===== config.mk =====
export PLATFORM = sky130hd
export DESIGN_NAME = archive_block_descrambler
export DESIGN_NICKNAME = d
export VERILOG_FILES = /design/src/hw/rtl/abd_pkg.sv /design/src/hw/rtl/abd_front.sv /design/src/hw/rtl/abd_queue.sv /design/src/hw/rtl/abd_back.sv /design/src/hw/rtl/archive_block_descrambler.sv
export SDC_FILE = /design/constraint.sdc
export NUM_CORES = 1
export LEC_CHECK = 0
export BUFFER_PORTS_ARGS = -buffer_cell sky130_fd_sc_hd__buf_4
export CAP_MARGIN = 5
export CORE_MARGIN = 3
export CORE_UTILIZATION = 55
export DETAILED_ROUTE_END_ITERATION = 10
export PLACE_DENSITY = 0.79
export SYNTH_ARGS = -nofsm -noshare
export SYNTH_HDL_FRONTEND = slang
export SYNTH_SLANG_ARGS = --single-unit

===== constraint.sdc =====
create_clock -name i_clk -period 5.1 [get_ports i_clk]
set_input_delay 0.255 -clock i_clk [delete_from_list [all_inputs] [get_ports i_clk]]
set_output_delay 0.255 -clock i_clk [all_outputs]
set_load 0.05 [all_outputs]

===== src/hw/rtl/abd_pkg.sv =====
// ----------------------------------------------------------------------------
// abd_pkg
// Shared types and constants for the block descrambler: the per-block work
// code, the transaction record that crosses the queue, and the register map.
// ----------------------------------------------------------------------------
package abd_pkg;

    // What the back end does with a block
    typedef enum logic [1:0] {
        OP_PASS = 2'd0,   // block goes out untouched
        OP_DES  = 2'd1,   // DES-like path
        OP_NAME = 2'd2,   // nibble swap, then DES-like path
        OP_SHUF = 2'd3    // byte shuffle with last-byte substitution
    } t_op;

    // One classified transaction, front to back
    typedef struct packed {
        logic [63:0] blk;
        logic        last;
        t_op         op;
    } t_item;

    // Register map (word index = paddr[3:2])
    localparam logic [1:0] REG_NAME_MODE = 2'd0;
    localparam logic [1:0] REG_TYPE_FLAG = 2'd1;
    localparam logic [1:0] REG_CYCLE_RAW = 2'd2;

    localparam int unsigned PADDR_W = 4;

    // Head of a run always takes the DES-like path
    localparam logic [4:0] HEAD_BLOCKS = 5'd20;

    // Shuffle counter ceiling
    localparam logic [2:0] SHUF_FULL = 3'd7;

endpackage


===== src/hw/rtl/abd_front.sv =====
// ----------------------------------------------------------------------------
// abd_front
// Register file, input handshake and block classification. Keeps the run
// counters and tags each accepted transaction with its work code.
// ----------------------------------------------------------------------------
module abd_front (
    input  logic                        i_clk,
    input  logic                        i_rst_n,
    // APB
    input  logic                        psel,
    input  logic                        penable,
    input  logic                        pwrite,
    input  logic [abd_pkg::PADDR_W-1:0] paddr,
    input  logic [31:0]                 pwdata,
    output logic [31:0]                 prdata,
    output logic                        pready,
    // input channel
    input  logic                        i_in_valid,
    output logic                        o_in_ready,
    input  logic [63:0]                 i_block_in,
    input  logic                        i_last_block,
    // towards queue
    input  logic                        i_q_full,
    output logic                        o_push,
    output abd_pkg::t_item              o_item
);

    logic       r_name_mode, r_type_flag;
    logic [3:0] r_cycle_raw;
    logic [4:0] r_head, n_head;
    logic [4:0] r_period, n_period;
    logic [2:0] r_shuf, n_shuf;

    logic       wr_en;
    logic [1:0] reg_idx;
    logic       accept;
    logic       use_des;
    logic [4:0] cyc;
    abd_pkg::t_op op;

    assign pready  = 1'b1;
    assign reg_idx = paddr[3:2];
    assign wr_en   = psel && penable && pwrite && pready;

    always_comb begin
        unique case (reg_idx)
            abd_pkg::REG_NAME_MODE: prdata = {31'd0, r_name_mode};
            abd_pkg::REG_TYPE_FLAG: prdata = {31'd0, r_type_flag};
            abd_pkg::REG_CYCLE_RAW: prdata = {28'd0, r_cycle_raw};
            default:                prdata = 32'd0;
        endcase
    end

    always_ff @(posedge i_clk) begin
        if (!i_rst_n) begin
            r_name_mode <= 1'b0;
            r_type_flag <= 1'b0;
            r_cycle_raw <= 4'd0;
        end else if (wr_en) begin
            unique case (reg_idx)
                abd_pkg::REG_NAME_MODE: r_name_mode <= pwdata[0];
                abd_pkg::REG_TYPE_FLAG: r_type_flag <= pwdata[0];
                abd_pkg::REG_CYCLE_RAW: r_cycle_raw <= pwdata[3:0];
                default: ;
            endcase
        end
    end

    // adjusted cycle: 3 below 3, raw+1 below 5, raw+9 below 7, else raw+15
    always_comb begin
        priority if (r_cycle_raw < 4'd3) begin
            cyc = 5'd3;
        end else if (r_cycle_raw < 4'd5) begin
            cyc = {1'b0, r_cycle_raw} + 5'd1;
        end else if (r_cycle_raw < 4'd7) begin
            cyc = {1'b0, r_cycle_raw} + 5'd9;
        end else begin
            cyc = {1'b0, r_cycle_raw} + 5'd15;
        end
    end

    assign o_in_ready = !i_q_full;
    assign accept     = i_in_valid && o_in_ready;

    always_comb begin
        n_head   = r_head;
        n_period = r_period;
        n_shuf   = r_shuf;
        use_des  = (r_head < abd_pkg::HEAD_BLOCKS) || (!r_type_flag && (r_period == 5'd0));
        op       = abd_pkg::OP_PASS;
        if (r_name_mode) begin
            op = abd_pkg::OP_NAME;
        end else begin
            if (use_des) begin
                op = abd_pkg::OP_DES;
            end else if ((r_shuf == abd_pkg::SHUF_FULL) && !r_type_flag) begin
                op     = abd_pkg::OP_SHUF;
                n_shuf = 3'd1;
            end else if (r_shuf != abd_pkg::SHUF_FULL) begin
                n_shuf = r_shuf + 3'd1;
            end
            if (r_head < abd_pkg::HEAD_BLOCKS) begin
                n_head = r_head + 5'd1;
            end
            if (({1'b0, r_period} + 6'd1) >= {1'b0, cyc}) begin
                n_period = 5'd0;
            end else begin
                n_period = r_period + 5'd1;
            end
        end
        // end of run
        if (i_last_block) begin
            n_head   = 5'd0;
            n_period = 5'd0;
            n_shuf   = 3'd0;
        end
    end

    always_ff @(posedge i_clk) begin
        if (!i_rst_n) begin
            r_head   <= 5'd0;
            r_period <= 5'd0;
            r_shuf   <= 3'd0;
        end else if (accept) begin
            r_head   <= n_head;
            r_period <= n_period;
            r_shuf   <= n_shuf;
        end
    end

    assign o_push      = accept;
    assign o_item.blk  = i_block_in;
    assign o_item.last = i_last_block;
    assign o_item.op   = op;

endmodule


===== src/hw/rtl/abd_queue.sv =====
// ----------------------------------------------------------------------------
// abd_queue
// Small circular queue of classified transactions between front and back.
// ----------------------------------------------------------------------------
module abd_queue #(
    parameter int unsigned DEPTH = 2
) (
    input  logic           i_clk,
    input  logic           i_rst_n,
    input  logic           i_push,
    input  abd_pkg::t_item i_item,
    output logic           o_full,
    input  logic           i_pop,
    output logic           o_avail,
    output abd_pkg::t_item o_item
);

    localparam int unsigned PW = (DEPTH > 1) ? $clog2(DEPTH) : 1;
    localparam int unsigned CW = $clog2(DEPTH + 1);

    abd_pkg::t_item r_mem [DEPTH];
    logic [PW-1:0]  r_wr_ptr, r_rd_ptr;
    logic [CW-1:0]  r_count;

    assign o_full  = (r_count == CW'(DEPTH));
    assign o_avail = (r_count != '0);
    assign o_item  = r_mem[r_rd_ptr];

    always_ff @(posedge i_clk) begin
        if (i_push) begin
            r_mem[r_wr_ptr] <= i_item;
        end
    end

    always_ff @(posedge i_clk) begin
        if (!i_rst_n) begin
            r_wr_ptr <= '0;
            r_rd_ptr <= '0;
            r_count  <= '0;
        end else begin
            if (i_push) begin
                r_wr_ptr <= (r_wr_ptr == PW'(DEPTH - 1)) ? '0 : r_wr_ptr + 1'b1;
            end
            if (i_pop) begin
                r_rd_ptr <= (r_rd_ptr == PW'(DEPTH - 1)) ? '0 : r_rd_ptr + 1'b1;
            end
            if (i_push && !i_pop) begin
                r_count <= r_count + 1'b1;
            end else if (i_pop && !i_push) begin
                r_count <= r_count - 1'b1;
            end
        end
    end

endmodule


===== src/hw/rtl/abd_back.sv =====
// ----------------------------------------------------------------------------
// abd_back
// Carries out the tagged work on the queue head and holds the result in the
// output register until the transaction is taken.
// ----------------------------------------------------------------------------
module abd_back (
    input  logic           i_clk,
    input  logic           i_rst_n,
    input  logic           i_avail,
    input  abd_pkg::t_item i_item,
    output logic           o_pop,
    output logic           o_out_valid,
    input  logic           i_out_ready,
    output logic [63:0]    o_block_out,
    output logic           o_last_out
);

    localparam logic [6:0] IP_TAB [64] = '{
        7'd58, 7'd50, 7'd42, 7'd34, 7'd26, 7'd18, 7'd10, 7'd2,
        7'd60, 7'd52, 7'd44, 7'd36, 7'd28, 7'd20, 7'd12, 7'd4,
        7'd62, 7'd54, 7'd46, 7'd38, 7'd30, 7'd22, 7'd14, 7'd6,
        7'd64, 7'd56, 7'd48, 7'd40, 7'd32, 7'd24, 7'd16, 7'd8,
        7'd57, 7'd49, 7'd41, 7'd33, 7'd25, 7'd17, 7'd9,  7'd1,
        7'd59, 7'd51, 7'd43, 7'd35, 7'd27, 7'd19, 7'd11, 7'd3,
        7'd61, 7'd53, 7'd45, 7'd37, 7'd29, 7'd21, 7'd13, 7'd5,
        7'd63, 7'd55, 7'd47, 7'd39, 7'd31, 7'd23, 7'd15, 7'd7
    };

    localparam logic [6:0] FP_TAB [64] = '{
        7'd40, 7'd8, 7'd48, 7'd16, 7'd56, 7'd24, 7'd64, 7'd32,
        7'd39, 7'd7, 7'd47, 7'd15, 7'd55, 7'd23, 7'd63, 7'd31,
        7'd38, 7'd6, 7'd46, 7'd14, 7'd54, 7'd22, 7'd62, 7'd30,
        7'd37, 7'd5, 7'd45, 7'd13, 7'd53, 7'd21, 7'd61, 7'd29,
        7'd36, 7'd4, 7'd44, 7'd12, 7'd52, 7'd20, 7'd60, 7'd28,
        7'd35, 7'd3, 7'd43, 7'd11, 7'd51, 7'd19, 7'd59, 7'd27,
        7'd34, 7'd2, 7'd42, 7'd10, 7'd50, 7'd18, 7'd58, 7'd26,
        7'd33, 7'd1, 7'd41, 7'd9,  7'd49, 7'd17, 7'd57, 7'd25
    };

    localparam logic [5:0] P_TAB [32] = '{
        6'd16, 6'd7,  6'd20, 6'd21, 6'd29, 6'd12, 6'd28, 6'd17,
        6'd1,  6'd15, 6'd23, 6'd26, 6'd5,  6'd18, 6'd31, 6'd10,
        6'd2,  6'd8,  6'd24, 6'd14, 6'd32, 6'd27, 6'd3,  6'd9,
        6'd19, 6'd13, 6'd30, 6'd6,  6'd22, 6'd11, 6'd4,  6'd25
    };

    localparam logic [7:0] SBOX [4][64] = '{
        '{
            8'hef, 8'h03, 8'h41, 8'hfd, 8'hd8, 8'h74, 8'h1e, 8'h47,
            8'h26, 8'hef, 8'hfb, 8'h22, 8'hb3, 8'hd8, 8'h84, 8'h1e,
            8'h39, 8'hac, 8'ha7, 8'h60, 8'h62, 8'hc1, 8'hcd, 8'hba,
            8'h5c, 8'h96, 8'h90, 8'h59, 8'h05, 8'h3b, 8'h7a, 8'h85,
            8'h40, 8'hfd, 8'h1e, 8'hc8, 8'he7, 8'h8a, 8'h8b, 8'h21,
            8'hda, 8'h43, 8'h64, 8'h9f, 8'h2d, 8'h14, 8'hb1, 8'h72,
            8'hf5, 8'h5b, 8'hc8, 8'hb6, 8'h9c, 8'h37, 8'h76, 8'hec,
            8'h39, 8'ha0, 8'ha3, 8'h05, 8'h52, 8'h6e, 8'h0f, 8'hd9
        },
        '{
            8'ha7, 8'hdd, 8'h0d, 8'h78, 8'h9e, 8'h0b, 8'he3, 8'h95,
            8'h60, 8'h36, 8'h36, 8'h4f, 8'hf9, 8'h60, 8'h5a, 8'ha3,
            8'h11, 8'h24, 8'hd2, 8'h87, 8'hc8, 8'h52, 8'h75, 8'hec,
            8'hbb, 8'hc1, 8'h4c, 8'hba, 8'h24, 8'hfe, 8'h8f, 8'h19,
            8'hda, 8'h13, 8'h66, 8'haf, 8'h49, 8'hd0, 8'h90, 8'h06,
            8'h8c, 8'h6a, 8'hfb, 8'h91, 8'h37, 8'h8d, 8'h0d, 8'h78,
            8'hbf, 8'h49, 8'h11, 8'hf4, 8'h23, 8'he5, 8'hce, 8'h3b,
            8'h55, 8'hbc, 8'ha2, 8'h57, 8'he8, 8'h22, 8'h74, 8'hce
        },
        '{
            8'h2c, 8'hea, 8'hc1, 8'hbf, 8'h4a, 8'h24, 8'h1f, 8'hc2,
            8'h79, 8'h47, 8'ha2, 8'h7c, 8'hb6, 8'hd9, 8'h68, 8'h15,
            8'h80, 8'h56, 8'h5d, 8'h01, 8'h33, 8'hfd, 8'hf4, 8'hae,
            8'hde, 8'h30, 8'h07, 8'h9b, 8'he5, 8'h83, 8'h9b, 8'h68,
            8'h49, 8'hb4, 8'h2e, 8'h83, 8'h1f, 8'hc2, 8'hb5, 8'h7c,
            8'ha2, 8'h19, 8'hd8, 8'he5, 8'h7c, 8'h2f, 8'h83, 8'hda,
            8'hf7, 8'h6b, 8'h90, 8'hfe, 8'hc4, 8'h01, 8'h5a, 8'h97,
            8'h61, 8'ha6, 8'h3d, 8'h40, 8'h0b, 8'h58, 8'he6, 8'h3d
        },
        '{
            8'h4d, 8'hd1, 8'hb2, 8'h0f, 8'h28, 8'hbd, 8'he4, 8'h78,
            8'hf6, 8'h4a, 8'h0f, 8'h93, 8'h8b, 8'h17, 8'hd1, 8'ha4,
            8'h3a, 8'hec, 8'hc9, 8'h35, 8'h93, 8'h56, 8'h7e, 8'hcb,
            8'h55, 8'h20, 8'ha0, 8'hfe, 8'h6c, 8'h89, 8'h17, 8'h62,
            8'h17, 8'h62, 8'h4b, 8'hb1, 8'hb4, 8'hde, 8'hd1, 8'h87,
            8'hc9, 8'h14, 8'h3c, 8'h4a, 8'h7e, 8'ha8, 8'he2, 8'h7d,
            8'ha0, 8'h9f, 8'hf6, 8'h5c, 8'h6a, 8'h09, 8'h8d, 8'hf0,
            8'h0f, 8'he3, 8'h53, 8'h25, 8'h95, 8'h36, 8'h28, 8'hcb
        }
    };

    // table entries count from 1, MSB first
    function automatic logic [63:0] perm_ip(input logic [63:0] x);
        logic [63:0] r;
        r = '0;
        for (int i = 0; i < 64; i++) begin
            r[63-i] = x[6'(64 - int'(IP_TAB[i]))];
        end
        return r;
    endfunction

    function automatic logic [63:0] perm_fp(input logic [63:0] x);
        logic [63:0] r;
        r = '0;
        for (int i = 0; i < 64; i++) begin
            r[63-i] = x[6'(64 - int'(FP_TAB[i]))];
        end
        return r;
    endfunction

    function automatic logic [31:0] perm_p(input logic [31:0] x);
        logic [31:0] r;
        r = '0;
        for (int i = 0; i < 32; i++) begin
            r[31-i] = x[5'(32 - int'(P_TAB[i]))];
        end
        return r;
    endfunction

    function automatic logic [63:0] des_path(input logic [63:0] x);
        logic [63:0] b;
        logic [7:0]  b4, b5, b6, b7;
        logic [5:0]  e [8];
        logic [31:0] f;
        b  = perm_ip(x);
        b4 = b[31:24];
        b5 = b[23:16];
        b6 = b[15:8];
        b7 = b[7:0];
        // expansion of the right half
        e[0] = {b7[0],   b4[7:3]};
        e[1] = {b4[4:0], b5[7]};
        e[2] = {b4[0],   b5[7:3]};
        e[3] = {b5[4:0], b6[7]};
        e[4] = {b5[0],   b6[7:3]};
        e[5] = {b6[4:0], b7[7]};
        e[6] = {b6[0],   b7[7:3]};
        e[7] = {b7[4:0], b4[7]};
        // high nibble from first box of a pair, low nibble from second
        f = '0;
        for (int k = 0; k < 4; k++) begin
            f[31-8*k -: 8] = {SBOX[k][e[2*k]][7:4], SBOX[k][e[2*k+1]][3:0]};
        end
        b[63:32] = b[63:32] ^ perm_p(f);
        return perm_fp(b);
    endfunction

    // paired substitution, an involution
    function automatic logic [7:0] subst(input logic [7:0] a);
        logic [7:0] r;
        unique case (a)
            8'h00:   r = 8'h2b;
            8'h2b:   r = 8'h00;
            8'h01:   r = 8'h68;
            8'h68:   r = 8'h01;
            8'h48:   r = 8'h77;
            8'h77:   r = 8'h48;
            8'h60:   r = 8'hff;
            8'hff:   r = 8'h60;
            8'h6c:   r = 8'h80;
            8'h80:   r = 8'h6c;
            8'hb9:   r = 8'hc0;
            8'hc0:   r = 8'hb9;
            8'heb:   r = 8'hfe;
            8'hfe:   r = 8'heb;
            default: r = a;
        endcase
        return r;
    endfunction

    // byte 0 at [63:56]; new order 3,4,6,0,1,2,5 then substituted byte 7
    function automatic logic [63:0] shuffle(input logic [63:0] x);
        return {x[39:32], x[31:24], x[15:8], x[63:56], x[55:48], x[47:40],
                x[23:16], subst(x[7:0])};
    endfunction

    function automatic logic [63:0] nib_swap(input logic [63:0] x);
        return ((x >> 4) & 64'h0f0f0f0f0f0f0f0f) | ((x << 4) & 64'hf0f0f0f0f0f0f0f0);
    endfunction

    logic        r_valid;
    logic [63:0] r_block;
    logic        r_last;
    logic [63:0] result;

    always_comb begin
        unique case (i_item.op)
            abd_pkg::OP_DES:  result = des_path(i_item.blk);
            abd_pkg::OP_NAME: result = des_path(nib_swap(i_item.blk));
            abd_pkg::OP_SHUF: result = shuffle(i_item.blk);
            default:          result = i_item.blk;
        endcase
    end

    assign o_pop = i_avail && (!r_valid || i_out_ready);

    always_ff @(posedge i_clk) begin
        if (!i_rst_n) begin
            r_valid <= 1'b0;
        end else if (o_pop) begin
            r_valid <= 1'b1;
        end else if (i_out_ready) begin
            r_valid <= 1'b0;
        end
    end

    always_ff @(posedge i_clk) begin
        if (o_pop) begin
            r_block <= result;
            r_last  <= i_item.last;
        end
    end

    assign o_out_valid = r_valid;
    assign o_block_out = r_block;
    assign o_last_out  = r_last;

endmodule


===== src/hw/rtl/archive_block_descrambler.sv =====
// ----------------------------------------------------------------------------
// archive_block_descrambler
// Single-round keyless DES-like descrambler for 8-byte archive blocks.
// ----------------------------------------------------------------------------
// One transaction per clock in steady state, while the consumer takes each
// result. On its way to the output a block passes through the queue entry,
// written with the classified transaction when its input is accepted, and
// then the output register, loaded from the queue head. The front end's run
// counters are updated once per accepted block, and the queue keeps taking
// blocks while a result is held for a stalled consumer, until QUEUE_DEPTH
// transactions sit behind the held one.
// Byte 0 of a block sits in bits 63:56 on both sides; o_last_out repeats the
// input's last flag, and the run counters clear after that block. The three
// registers (name_mode at 0x0, type_flag at 0x4, cycle_raw at 0x8) should be
// written only while no transaction is in flight.
// ----------------------------------------------------------------------------
module archive_block_descrambler #(
    parameter int unsigned QUEUE_DEPTH = 2   // 2..16
) (
    input  logic                        i_clk,
    input  logic                        i_rst_n,
    // APB register port, zero wait states
    input  logic                        psel,
    input  logic                        penable,
    input  logic                        pwrite,
    input  logic [abd_pkg::PADDR_W-1:0] paddr,
    input  logic [31:0]                 pwdata,
    output logic [31:0]                 prdata,
    output logic                        pready,
    // scrambled block in
    input  logic                        i_in_valid,
    output logic                        o_in_ready,
    input  logic [63:0]                 i_block_in,
    input  logic                        i_last_block,
    // descrambled block out
    output logic                        o_out_valid,
    input  logic                        i_out_ready,
    output logic [63:0]                 o_block_out,
    output logic                        o_last_out
);

    // front to queue
    logic           push;
    abd_pkg::t_item push_item;
    logic           q_full;

    // queue to back
    logic           pop;
    logic           q_avail;
    abd_pkg::t_item head_item;

    // Front: registers, run counters (head, period, shuffle) and the choice
    // of DES path, name path, shuffle or pass-through for each block.
    abd_front u_front (
        .i_clk        (i_clk),
        .i_rst_n      (i_rst_n),
        .psel         (psel),
        .penable      (penable),
        .pwrite       (pwrite),
        .paddr        (paddr),
        .pwdata       (pwdata),
        .prdata       (prdata),
        .pready       (pready),
        .i_in_valid   (i_in_valid),
        .o_in_ready   (o_in_ready),
        .i_block_in   (i_block_in),
        .i_last_block (i_last_block),
        .i_q_full     (q_full),
        .o_push       (push),
        .o_item       (push_item)
    );

    // Queue: decouples classification from the data path so that a stalled
    // consumer does not stop the producer straight away.
    abd_queue #(
        .DEPTH (QUEUE_DEPTH)
    ) u_queue (
        .i_clk   (i_clk),
        .i_rst_n (i_rst_n),
        .i_push  (push),
        .i_item  (push_item),
        .o_full  (q_full),
        .i_pop   (pop),
        .o_avail (q_avail),
        .o_item  (head_item)
    );

    // Back: permutations, S-box round, shuffle; registered output.
    abd_back u_back (
        .i_clk       (i_clk),
        .i_rst_n     (i_rst_n),
        .i_avail     (q_avail),
        .i_item      (head_item),
        .o_pop       (pop),
        .o_out_valid (o_out_valid),
        .i_out_ready (i_out_ready),
        .o_block_out (o_block_out),
        .o_last_out  (o_last_out)
    );

endmodule


==> qor.csv <==
stage;metric;value;unit
yosys;syn_inst;722;
worst_setup_path;required;5.40;ns
worst_setup_path;max_stage_delay;1.00;ns
global_route;antenna_found_initial;1;
yosys;synth-edff-count;199;
global_route;grt_use_total;22.2;%
placed_design;dp_hpwl;14300;µm
route;drc;0;
worst_hold_path;min_to;u_front.r_head[3]$_SDFFE_PN0P_;
pwr;p_per_area;560;mW/mm²
worst_setup_path;r2r_end;u_back.o_block_out[0]$_DFFE_PP_;
worst_setup_path;critPathLaunchType;flip-flop;
yosys;synth_warnings;0;
cts;clockBufferDepth;3;
placed_design;io_buffers;148;
route;routed_via_density;5.76;
worst_hold_path;whs_path_depth;3;
timing;period_share;69.9;%
cts;post_cts_buffers;0;
worst_setup_path;crit_type;flip-flop to flip-flop;
cts;htree_levels;1;
yosys;avgSynthCellArea;13.8;µm²
die;rows;48;
global_route;grt_overflow;0;
cts;clk_pin_slew;0.06;ns
die;die_w;141;µm
timing;worstMarginPinSlew;1.11;ns
die;coreArea;0.0175;mm²
cts;clock-sinks;224;
timing;setup_tns;0;ns
timing;fin_crit;3.56;ns
route;via_count;6771;
yosys;synthArstFlopShare;0;%
pwr;power;7.02;mW
die;dieHeight;141;µm
worst_setup_path;worstPathArrival;3.86;ns
cells_and_area;area.growth.synth_to_final;25.4;%
cts;cts_tree;built;
cells_and_area;nets;1054;
pwr;vdd_ir_drop_max;0.505;mV
die;start_util;57.0;%
route;drt-total-wl;22900;µm
cells_and_area;drive_gt1_share;24.1;%
die;die-area;0.0198;mm²
worst_setup_path;end_kind;flip-flop;
cts;cts_root_buffer;clkbuf_16;
global_route;grt_max_degree;68;
global_route;grt_pass1_wl;35700;µm
route;antenna_left;0;
yosys;ys_seq_area_share;64.8;%
timing;fmax;281;MHz
pwr;leakage;4.69;nW
worst_setup_path;crit_chain;mux2i_2, nand2_2, o22a_1, o31ai_1;
worst_setup_path;cp_slowest_cell;mux2i_2;
timing;setup_viol;0;
placed_design;place_congestion;0.863;
route;first_pass_iters;5;
cts;post_cts_resized;0;
timing;fin_skew;0.0106;ns
yosys;synth-seq-cells;224;
yosys;yosys.cell_types.count;75;
timing;slew_viol_final;0;
yosys;synth_top_flop_cell;edfxtp_1;
route;drt_iter0_markers;501;
yosys;syn-cell-area;0.0100;mm²
timing;hold_viol;0;
timing;rsz0062_at_grt;false;
route;wl_per_cell;19.5;µm
worst_setup_path;path_max_fanout;66;
worst_setup_path;r2r_cells;4;
worst_hold_path;hold_class;primary input to flip-flop;
worst_setup_path;rrSetupSlack;1.54;ns
global_route;grt_pass1_vias;6811;
run_status;status;completed;
worst_hold_path;hold_path_startpoint;i_rst_n;
cts;worstSkewPairLatency;0.50;ns
die;pin_count;208;
job;drv_cap;0;
cells_and_area;fillers;1122;
cts;cts_made_buffers;22;
timing;relSlewSlack;24.6;%
## cell usage after synthesis, types with 4 or more instances
library cell  instances  share of area (%)
a211oi_1              4               0.30
nor2_1               42                1.6
xor2_1                4               0.35
o22ai_1              51                3.2
and3b_1               7               0.61
nor3_1               11               0.55
ha_1                 13                1.6
buf_1                 6               0.23
and2_1                5               0.31
a21o_1                6               0.45
o21ai_0              14               0.70
buf_6                 4               0.45
nor2b_1               7               0.44
edfxtp_1            199                 60
nor3b_2               5               0.63
inv_1                10               0.38
nor3_2                4               0.40
mux2i_1              68                6.8
nand3b_1              4               0.30
nand3_1               9               0.45
a21oi_1              27                1.4
clkbuf_1             19               0.71
o211ai_1              5               0.38
buf_4                29                2.2
nand2_1              47                1.8
dfxtp_1              25                5.0
a31oi_1               4               0.25
nor4_1                4               0.25
nor3b_1               6               0.45
mux2_2               11                1.2
or3_1                 6               0.38
## power breakdown
group          switching, mW  internal [mW]  leakage, nW
clock network          0.650          0.874        0.334
registers              0.249           2.62         2.08
logic                   1.85          0.783         2.27
## cell families after synthesis
kind of cell	synth area share [%]
DFF	64.8
and+or+nand+nor	9.89
AOI/OAI and AO/OA	9.64
muxes	8.86
buffers and inverters	4.33
adders and majority gates	1.83
xor gates and xnor gates	0.613
other	0.0751
## layout make-up
cell class / instances / area [µm²] / area share [%]
Antenna cell: 2 / 5.00 / 0.0399
Clock buffer: 29 / 597 / 4.76
Clock inverter: 11 / 83.8 / 0.669
Inverter: 11 / 41.3 / 0.329
Multi-Input combinational cell: 452 / 3220 / 25.7
Sequential cell: 224 / 6480 / 51.7
Tap cell: 225 / 282 / 2.25
Timing Repair Buffer: 221 / 1830 / 14.6
## cell usage in the layout, fill, tap and decap left out, types with 3 or more instances in the layout
master and instances:
o22ai_1 51, a21oi_1 27, conb_1 29, nor2_1 40, nor3b_1 6, or3_1 6, edfxtp_1 199, clkbuf_16 22
o31ai_1 3, nor3b_2 5, o221ai_1 3, nand2_1 45, dlygate4sd3_1 68, clkinv_1 7, nand3b_1 4, ha_1 13
and2_1 5, nor3_2 4, nor4b_1 3, xnor2_1 3, nor2b_1 7, a211oi_1 4, dfxtp_1 24, mux2i_1 67
xor2_1 4, mux2_2 11, a31oi_1 4, buf_4 153, nand2b_1 3, and3b_1 7, a21o_1 6, clkbuf_1 5
inv_1 10, nor4_1 4, clkinv_2 3, nor3_1 11, o211ai_1 5, o21ai_0 14, nand3_1 9
## stage by stage
| stage | std cells | hold slack (ns) | setup slack [ns] | utilization, % | cell area, µm² |
|---|---|---|---|---|---|
| floorplan | 749 | 0.354 | 0.484 | - | 10100 |
| global placement | 1065 | 0.440 | 1.72 | 63.7 | 11200 |
| detailed placement | 1065 | 0.443 | 1.56 | 63.7 | 11200 |
| CTS | 1173 | 0.0122 | 1.52 | 71.4 | 12500 |
| global route | 1174 | 0.0579 | 1.28 | 71.5 | 12500 |
| finish | 1175 | 0.0497 | 1.54 | 71.5 | 12500 |
## timing repair
item	4_1_cts	5_1_grt
endpoints found under the hold margin	134	0
setup endpoints to repair	0	0
hold buffers	68	0
## metal layers
metal  routed length, µm  share of wire, %  GRT usage (%)
met1                9220                40           28.7
met2               11700                51           39.0
met3                1450               6.3           4.07
met4                 536               2.3           5.61
met5                   0                 0              0
## critical path, delay by kind of cell, from the launching register on
| kind | cells | cell delay, ns |
|---|---|---|
| flops | 1 | 0.94 |
| mux | 1 | 1.00 |
| compound gates | 2 | 0.52 |
| simple gates | 1 | 0.89 |
## flip-flops by register name (all words and copies together) (netlist names), 2 cells and up, named ones only
name / cells
u_back.o_block_out: 64
u_front.r_head: 5
u_queue.r_count: 2
u_front.r_cycle_raw: 4
u_front.r_period: 5
u_front.r_shuf: 3
u_queue.r_mem: 134
## worst max path at each step
stage | slack, ns | depth (start not counted) | end
floorplan | 0.48 | 6 | u_queue.r_count[1]$_SDFFE_PN0P_
global placement | 1.72 | 4 | u_back.o_block_out[0]$_DFFE_PP_
detailed placement | 1.56 | 4 | u_back.o_block_out[0]$_DFFE_PP_
CTS | 1.52 | 4 | u_back.o_block_out[0]$_DFFE_PP_
global route | 1.28 | 4 | u_back.o_block_out[0]$_DFFE_PP_
finish | 1.54 | 4 | u_back.o_block_out[0]$_DFFE_PP_
Power figures use the tool's default switching activity.
